File: src/hw/rtl/utf8_stream_transcoder_assert.svh
// Assertion macros shared by the transcoder RTL.
// Needs no package; the guard keeps repeated includes harmless.
`ifndef UTF8_STREAM_TRANSCODER_ASSERT_SVH
`define UTF8_STREAM_TRANSCODER_ASSERT_SVH

`ifndef SYNTHESIS

// Checked at every clock edge outside reset.
`define UTF8ST_ASSERT_RST(lbl, clk, rst, prop) \
   lbl: assert property (@(posedge clk) disable iff (rst) prop) \
      else $error("utf8 transcoder assertion failed");

// Checked at every clock edge, reset included.
`define UTF8ST_ASSERT_ALWAYS(lbl, clk, prop) \
   lbl: assert property (@(posedge clk) prop) \
      else $error("utf8 transcoder assertion failed");

`else

`define UTF8ST_ASSERT_RST(lbl, clk, rst, prop)
`define UTF8ST_ASSERT_ALWAYS(lbl, clk, prop)

`endif

`endif

File: src/hw/rtl/utf8st_pkg.sv
// Shared types and constants of the UTF-8 stream transcoder.
// Used by utf8st_decode and utf8_stream_transcoder; depends on nothing.
`timescale 1ns / 1ps

package utf8st_pkg;

   localparam int UnitWidth = 21;

   // Result status codes.
   localparam logic [1:0] STATUS_OK        = 2'd0;
   localparam logic [1:0] STATUS_BAD_LEAD  = 2'd1;
   localparam logic [1:0] STATUS_BAD_CONT  = 2'd2;
   localparam logic [1:0] STATUS_TRUNCATED = 2'd3;

   // Output format register values.
   localparam logic FORMAT_UTF32 = 1'b0;
   localparam logic FORMAT_UTF16 = 1'b1;

   // Lead byte classification masks and patterns.
   localparam logic [7:0] LEAD2_MASK = 8'hE0;
   localparam logic [7:0] LEAD2_CODE = 8'hC0;
   localparam logic [7:0] LEAD3_MASK = 8'hF0;
   localparam logic [7:0] LEAD3_CODE = 8'hE0;
   localparam logic [7:0] LEAD4_MASK = 8'hF8;
   localparam logic [7:0] LEAD4_CODE = 8'hF0;
   localparam logic [7:0] PAYLOAD2_MASK = 8'h1F;
   localparam logic [7:0] PAYLOAD3_MASK = 8'h0F;
   localparam logic [7:0] PAYLOAD4_MASK = 8'h07;
   localparam logic [1:0] CONT_PREFIX = 2'b10;

   // Surrogate pair construction.
   localparam logic [15:0] SURR_HIGH_BASE = 16'hD800;
   localparam logic [15:0] SURR_LOW_BASE  = 16'hDC00;
   localparam logic [UnitWidth-1:0] SUPPLEMENTARY_BASE = 21'h10000;
   localparam logic [9:0] SURR_LOW_MASK = 10'h3FF;

   typedef struct packed {
      logic [1:0]           remaining;
      logic [2:0]           seq_len;
      logic [UnitWidth-1:0] partial;
      logic                 cont_error;
   } dec_state_type;

   typedef struct packed {
      logic [UnitWidth-1:0] unit;
      logic [1:0]           status;
      logic [2:0]           consumed;
      logic                 last_of_run;
   } result_type;

   // Number of results held or produced: 0, 1 or 2.
   typedef logic [1:0] res_count_type;

endpackage

File: src/hw/rtl/utf8st_decode.sv
// Combinational decode of one stream byte against the open sequence.
// Depends on utf8st_pkg for the state and result structs.
`timescale 1ns / 1ps

module utf8st_decode
   import utf8st_pkg::*;
(
   input  logic [7:0]    data_byte,
   input  logic          last_byte,
   input  logic          out_format,
   input  dec_state_type cur_state,
   output dec_state_type next_state,
   output result_type    res0,
   output result_type    res1,
   output res_count_type res_count
);

   logic [2:0]           lead_len;
   logic [UnitWidth-1:0] lead_partial;
   logic [UnitWidth-1:0] cont_partial;
   logic                 cont_err;
   logic [1:0]           cont_remaining;
   logic [2:0]           got_bytes;
   logic [UnitWidth-1:0] emit_cp;
   logic [1:0]           emit_status;
   logic [2:0]           emit_len;
   logic [UnitWidth-1:0] supp_offset;
   logic [15:0]          high_unit;
   logic [15:0]          low_unit;
   logic                 emit_pair;

   always_comb begin
      priority if (data_byte[7] == 1'b0) begin
         lead_len = 3'd1;
      end else if ((data_byte & LEAD2_MASK) == LEAD2_CODE) begin
         lead_len = 3'd2;
      end else if ((data_byte & LEAD3_MASK) == LEAD3_CODE) begin
         lead_len = 3'd3;
      end else if ((data_byte & LEAD4_MASK) == LEAD4_CODE) begin
         lead_len = 3'd4;
      end else begin
         lead_len = 3'd0;
      end
   end

   always_comb begin
      unique case (lead_len)
         3'd2:    lead_partial = {13'd0, data_byte & PAYLOAD2_MASK};
         3'd3:    lead_partial = {13'd0, data_byte & PAYLOAD3_MASK};
         default: lead_partial = {13'd0, data_byte & PAYLOAD4_MASK};
      endcase
   end

   assign cont_partial   = {cur_state.partial[UnitWidth-7:0], data_byte[5:0]};
   assign cont_err       = cur_state.cont_error | (data_byte[7:6] != CONT_PREFIX);
   assign cont_remaining = cur_state.remaining - 2'd1;
   assign got_bytes      = cur_state.seq_len - {1'b0, cont_remaining};

   // A completed sequence is either the raw ASCII byte or the gathered value.
   assign emit_cp     = (cur_state.remaining == 2'd0) ? {13'd0, data_byte} : cont_partial;
   assign emit_status = (cur_state.remaining != 2'd0 && cont_err) ? STATUS_BAD_CONT
                                                                   : STATUS_OK;
   assign emit_len    = (cur_state.remaining == 2'd0) ? 3'd1 : cur_state.seq_len;

   // Supplementary code points split into a surrogate pair in UTF-16 mode.
   assign emit_pair   = (out_format == FORMAT_UTF16) && (emit_cp[UnitWidth-1:16] != '0);
   assign supp_offset = emit_cp - SUPPLEMENTARY_BASE;
   assign high_unit   = SURR_HIGH_BASE | {5'd0, supp_offset[UnitWidth-1:10]};
   assign low_unit    = SURR_LOW_BASE | {6'd0, supp_offset[9:0] & SURR_LOW_MASK};

   always_comb begin
      logic emit;
      emit       = 1'b0;
      next_state = '0;
      res0       = '0;
      res1       = '0;
      res_count  = 2'd0;

      if (cur_state.remaining == 2'd0) begin
         if (lead_len == 3'd0) begin
            res0      = '{unit: '0, status: STATUS_BAD_LEAD, consumed: 3'd1,
                          last_of_run: 1'b1};
            res_count = 2'd1;
         end else if (lead_len == 3'd1) begin
            emit = 1'b1;
         end else if (last_byte) begin
            res0      = '{unit: '0, status: STATUS_TRUNCATED, consumed: 3'd1,
                          last_of_run: 1'b1};
            res_count = 2'd1;
         end else begin
            next_state = '{remaining: lead_len[1:0] - 2'd1, seq_len: lead_len,
                           partial: lead_partial, cont_error: 1'b0};
         end
      end else begin
         if (cont_remaining == 2'd0) begin
            emit = 1'b1;
         end else if (last_byte) begin
            res0      = '{unit: '0, status: STATUS_TRUNCATED, consumed: got_bytes,
                          last_of_run: 1'b1};
            res_count = 2'd1;
         end else begin
            next_state = '{remaining: cont_remaining, seq_len: cur_state.seq_len,
                           partial: cont_partial, cont_error: cont_err};
         end
      end

      if (emit) begin
         if (emit_pair) begin
            res0      = '{unit: {5'd0, high_unit}, status: emit_status, consumed: 3'd0,
                          last_of_run: 1'b0};
            res1      = '{unit: {5'd0, low_unit}, status: emit_status, consumed: emit_len,
                          last_of_run: 1'b1};
            res_count = 2'd2;
         end else begin
            res0      = '{unit: emit_cp, status: emit_status, consumed: emit_len,
                          last_of_run: 1'b1};
            res_count = 2'd1;
         end
      end
   end

endmodule

File: src/hw/rtl/utf8_stream_transcoder.sv
// UTF-8 stream transcoder top level: one byte per request, UTF-32 or UTF-16 results.
// Pipeline: two register stages, the input register and the result buffer. A result
// is valid on rsp_ once decode has written it into the buffer and can then be taken.
// Throughput: one byte per cycle while the result side keeps up; a surrogate pair holds
// the port for both its units and the next byte waits in the input register behind it.
// Reset (synchronous, active high) clears the open sequence, the buffers and the
// output format, which returns to UTF-32.
`timescale 1ns / 1ps
`include "utf8_stream_transcoder_assert.svh"

module utf8_stream_transcoder
   import utf8st_pkg::*;
(
   input  logic                 clock,
   input  logic                 reset,

   input  logic                 req_valid,
   output logic                 req_ready,
   input  logic [7:0]           req_data_byte,
   input  logic                 req_last_byte,

   output logic                 rsp_valid,
   input  logic                 rsp_ready,
   output logic [UnitWidth-1:0] rsp_unit,
   output logic [1:0]           rsp_status,
   output logic [2:0]           rsp_consumed_bytes,
   output logic                 rsp_last_of_run,

   input  logic                 csr_write_enable,
   input  logic                 csr_write_data
);

   // The input register holds one request byte. The decode stage reads it together
   // with the open sequence state and writes all results that the byte causes into
   // the result buffer in one step, so the buffer must drain to empty first.

   logic          in_valid_ff, in_valid_in;
   logic [7:0]    in_byte_ff, in_byte_in;
   logic          in_last_ff, in_last_in;

   logic          format_ff, format_in;
   dec_state_type state_ff, state_in;

   result_type    slot0_ff, slot0_in;
   result_type    slot1_ff, slot1_in;
   res_count_type count_ff, count_in;

   dec_state_type dec_next;
   result_type    dec_res0;
   result_type    dec_res1;
   res_count_type dec_count;

   logic          rsp_pop;
   logic          buf_room;
   logic          dec_fire;
   logic          req_fire;

   utf8st_decode u_decode (
      .data_byte  (in_byte_ff),
      .last_byte  (in_last_ff),
      .out_format (format_ff),
      .cur_state  (state_ff),
      .next_state (dec_next),
      .res0       (dec_res0),
      .res1       (dec_res1),
      .res_count  (dec_count)
   );

   // The buffer has room for a full pair only when it is empty after this cycle's pop.
   assign rsp_pop  = rsp_valid && rsp_ready;
   assign buf_room = (count_ff == 2'd0) || (count_ff == 2'd1 && rsp_ready);
   assign dec_fire = in_valid_ff && buf_room;

   // The input register frees up whenever its byte moves into decode.
   assign req_ready = !in_valid_ff || dec_fire;
   assign req_fire  = req_valid && req_ready;

   always_comb begin
      in_valid_in = in_valid_ff;
      in_byte_in  = in_byte_ff;
      in_last_in  = in_last_ff;
      if (req_fire) begin
         in_valid_in = 1'b1;
         in_byte_in  = req_data_byte;
         in_last_in  = req_last_byte;
      end else if (dec_fire) begin
         in_valid_in = 1'b0;
      end
   end

   // The user must write configuration only while idle, so it never races a decode; the block does not enforce this.
   assign format_in = csr_write_enable ? csr_write_data : format_ff;
   assign state_in  = dec_fire ? dec_next : state_ff;

   always_comb begin
      slot0_in = slot0_ff;
      slot1_in = slot1_ff;
      count_in = count_ff;
      if (dec_fire) begin
         slot0_in = dec_res0;
         slot1_in = dec_res1;
         count_in = dec_count;
      end else if (rsp_pop) begin
         slot0_in = slot1_ff;
         count_in = count_ff - 2'd1;
      end
   end

   always_ff @(posedge clock) begin
      if (reset) begin
         in_valid_ff <= 1'b0;
         format_ff   <= FORMAT_UTF32;
         state_ff    <= '0;
         count_ff    <= 2'd0;
      end else begin
         in_valid_ff <= in_valid_in;
         format_ff   <= format_in;
         state_ff    <= state_in;
         count_ff    <= count_in;
      end
   end

   always_ff @(posedge clock) begin
      in_byte_ff <= in_byte_in;
      in_last_ff <= in_last_in;
      slot0_ff   <= slot0_in;
      slot1_ff   <= slot1_in;
   end

   assign rsp_valid          = (count_ff != 2'd0);
   assign rsp_unit           = slot0_ff.unit;
   assign rsp_status         = slot0_ff.status;
   assign rsp_consumed_bytes = slot0_ff.consumed;
   assign rsp_last_of_run    = slot0_ff.last_of_run;

   // The buffer never holds more than one surrogate pair.
   `UTF8ST_ASSERT_RST(a_count_range, clock, reset, count_ff != 2'd3)

   // A high surrogate on the port always has its low partner queued behind it.
   `UTF8ST_ASSERT_RST(a_pair_buffered, clock, reset,
      (rsp_valid && !rsp_last_of_run) |-> (count_ff == 2'd2))

   // A byte that cannot enter decode stays in the input register.
   `UTF8ST_ASSERT_RST(a_stall_holds, clock, reset,
      (in_valid_ff && !dec_fire) |=> (in_valid_ff && $stable(in_byte_ff)))

   // An open sequence always has at least one byte already received.
   `UTF8ST_ASSERT_RST(a_state_consistent, clock, reset,
      (state_ff.remaining == 2'd0) || (state_ff.seq_len > {1'b0, state_ff.remaining}))

   // Popping the high unit promotes the queued low unit.
   `UTF8ST_ASSERT_RST(a_pair_shift, clock, reset,
      (rsp_pop && count_ff == 2'd2) |=> (rsp_valid && rsp_unit == $past(slot1_ff.unit)))

endmodule

File: config.mk
export PLATFORM = sky130hd
export DESIGN_NAME = utf8_stream_transcoder
export DESIGN_NICKNAME = d
export VERILOG_FILES = /design/src/hw/rtl/utf8st_pkg.sv /design/src/hw/rtl/utf8st_decode.sv /design/src/hw/rtl/utf8_stream_transcoder.sv
export VERILOG_INCLUDE_DIRS = /design/src /design/src/hw/rtl
export SDC_FILE = /design/constraint.sdc
export NUM_CORES = 1
export LEC_CHECK = 0
export BUFFER_PORTS_ARGS = -buffer_cell sky130_fd_sc_hd__buf_2
export CORE_UTILIZATION = 55
export CTS_BUF_LIST = sky130_fd_sc_hd__clkbuf_8
export DETAILED_ROUTE_END_ITERATION = 10
export GPL_ROUTABILITY_DRIVEN = 0
export PLACE_DENSITY = 0.75
export SLEW_MARGIN = 30
export SYNTH_ARGS = -nofsm -noshare
export SYNTH_HDL_FRONTEND = slang
export SYNTH_HIERARCHICAL = 1
export SYNTH_SLANG_ARGS = --single-unit
File: constraint.sdc
create_clock -name clock -period 5.65 [get_ports clock]
set_clock_uncertainty 0.1 [all_clocks]
set_input_delay 0.565 -clock clock [delete_from_list [all_inputs] [get_ports clock]]
set_output_delay 0.565 -clock clock [all_outputs]
set_load 0.01 [all_outputs]
==> run metrics <==
Cell Rows=32; Antenna Nets Post-Route=0; min Tclk post-route=3970 ps; final core utilization=62.2%; Vert. Die Dim=92.9 µm; status=finished, final reports clean; Syn. warnings=6; root buf cell=clkbuf_8; vias in the first global route=2857; critical path required time=5670 ps; worst skew pair latency=360 ps; Clock transition at path regs=90 ps; Die Span X=92.9 µm; CTS tree=done; I/O Buffers=43; Clock Tree Buf Depth=2; Syn Inst Count=397; Routed wire per std cell=16.9 µm; Final Hold Viols=0; VDD IR-drop max=0.361 mV; Antenna diodes=0; post-DP HPWL=5980 µm; Slew Limit Fails=0; CTS H-tree lvls=3; initial drt markers=278; Tot GR Track Use=21.7%; DR pass1 iterations=5; min-delay src=req_data_byte[6]; CTS Sinks=88; post-CTS setup buffers=0; post-CTS resize count=0; Design Area, Final=4880 µm²; Hold Path Sink=in_byte_ff[6]; R2R cell count=11; Final Cycle Share=70.2%; Least-Margin Pin Slew=795 ps; hold bufs inserted after CTS=0; Leak=0.00187 µW; share of layout cells above drive strength 1=23.8%; Vias=3044; Setup TNS=0 ps; max cap viols=0; global-route wire length before repair=14200 µm; worst hold path stage count=1; total power=1740 µW; WS Path Type=reg2reg; PwrDens=356 nW/µm²; I/O pin total=44; RR Startpoint=state_ff[25]; # setup viols final=0; Mean Syn Cell Area=11.4 µm²; post-place instance area=4670 µm²; RSZ-0062 raised after global routing=no; Achievable Freq=252 MHz; largest net degree at the start of global routing=33; reg2reg setup slack=1680 ps; drt drc=0; CP Launch Type=flip-flop; initial antenna violation count=0; worst reg2reg path endpoint=rsp_unit[6]; Synth Cell Area=4540 µm²; core area=7850 µm²; total gr overflow=0; largest fanout on the critical path=23; DR vias/cell=5.79; CP Capture Type=flip-flop; CTS buffer count=9; fin nets=446; P&R area growth vs syn=7.50%; Arrival @ worst endpoint=3990 ps; Detailed Route WL=8880 µm; initial core utilization=57.8%; Die Area=8620 µm²; worst rel slew slack=47.0%; worst min path class=in2reg
==> final cells by class <==
class / instances / area (µm²)
fillers: 656 / 2970
clock buffers: 9 / 124
repair buffers: 44 / 223
clock inverters: 7 / 77.6
multi-input cells: 260 / 1880
inverters: 16 / 60.1
well taps: 102 / 128
flip-flops and latches: 88 / 2390
==> metal layers <==
| metal | share of wire [%] | vias up | track usage, % |
|---|---|---|---|
| met3 | 5.1 | 20 | 3.20 |
| met1 | 46 | 1456 | 30.1 |
| met2 | 47 | 110 | 33.7 |
| li1 | - | 1458 | - |
| met4 | 2.5 | 0 | 9.87 |
| met5 | 0 | - | 0 |
==> power by group <==
group | switching [µW] | leakage (µW) | internal [µW]
registers | 33.8 | 0.000810 | 818
logic | 277 | 0.000954 | 163
clock network | 237 | 0.000106 | 210
==> per-stage QoR <==
stage                     hold slack, ps  instances  setup WS, ps
after floorplan                      354        403          2810
final                                272        526          1680
after global placement               364        510          1990
after detailed placement             376        510          1780
after CTS                            267        526          1760
after global routing                 269        526          1490
==> worst max-delay path by stage <==
stage,end,from,slack [ps],cells after the start
3_5_place_dp,rsp_unit[6],state_ff[25],1780,11
4_1_cts,rsp_unit[6],state_ff[25],1760,11
5_1_grt,rsp_unit[6],state_ff[25],1490,11
2_1_floorplan,rsp_unit[8],state_ff[25],2810,12
3_3_place_gp,rsp_unit[6],state_ff[25],1990,11
6_report,rsp_unit[6],state_ff[25],1680,11
==> layout by cell type, fill, tap and decap left out, drive strengths merged, types with 2 or more instances in the layout <==
cell type / n
edfxtp: 63
buf: 44
o21ai: 30
and2: 28
a21oi: 28
mux2: 28
dfxtp: 25
nand3: 24
nand2: 23
inv: 18
nor2: 17
ha: 11
clkbuf: 9
a22o: 8
conb: 7
a31oi: 5
nor3: 5
o211ai: 4
mux2i: 4
nor3b: 4
a211oi: 4
clkinv: 4
nor2b: 3
o22ai: 3
a211o: 2
nand2b: 2
a21o: 2
==> sequential cells by signal (all words and copies together) (netlist names) <==
| register | cells |
|---|---|
| format_ff | 1 |
| count_ff | 2 |
| state_ff | 21 |
| rsp_consumed_bytes | 3 |
| in_byte_ff | 8 |
| rsp_status | 2 |
| slot1_ff | 27 |
| in_last_ff | 1 |
| rsp_last_of_run | 1 |
| in_valid_ff | 1 |
| rsp_unit | 21 |
==> worst max-delay path, stage by stage (launching register included) <==
cell and delay [ps]:
dfxtp_1 330, inv_1 90, ha_1 680, clkinv_1 480, nand2_1 270, ha_1 200
or4b_4 510, nand3_4 140, a21o_2 270, inv_2 180, o2bb2ai_1 180, mux2_4 300
Note: power is estimated with default switching activity, not from simulation.
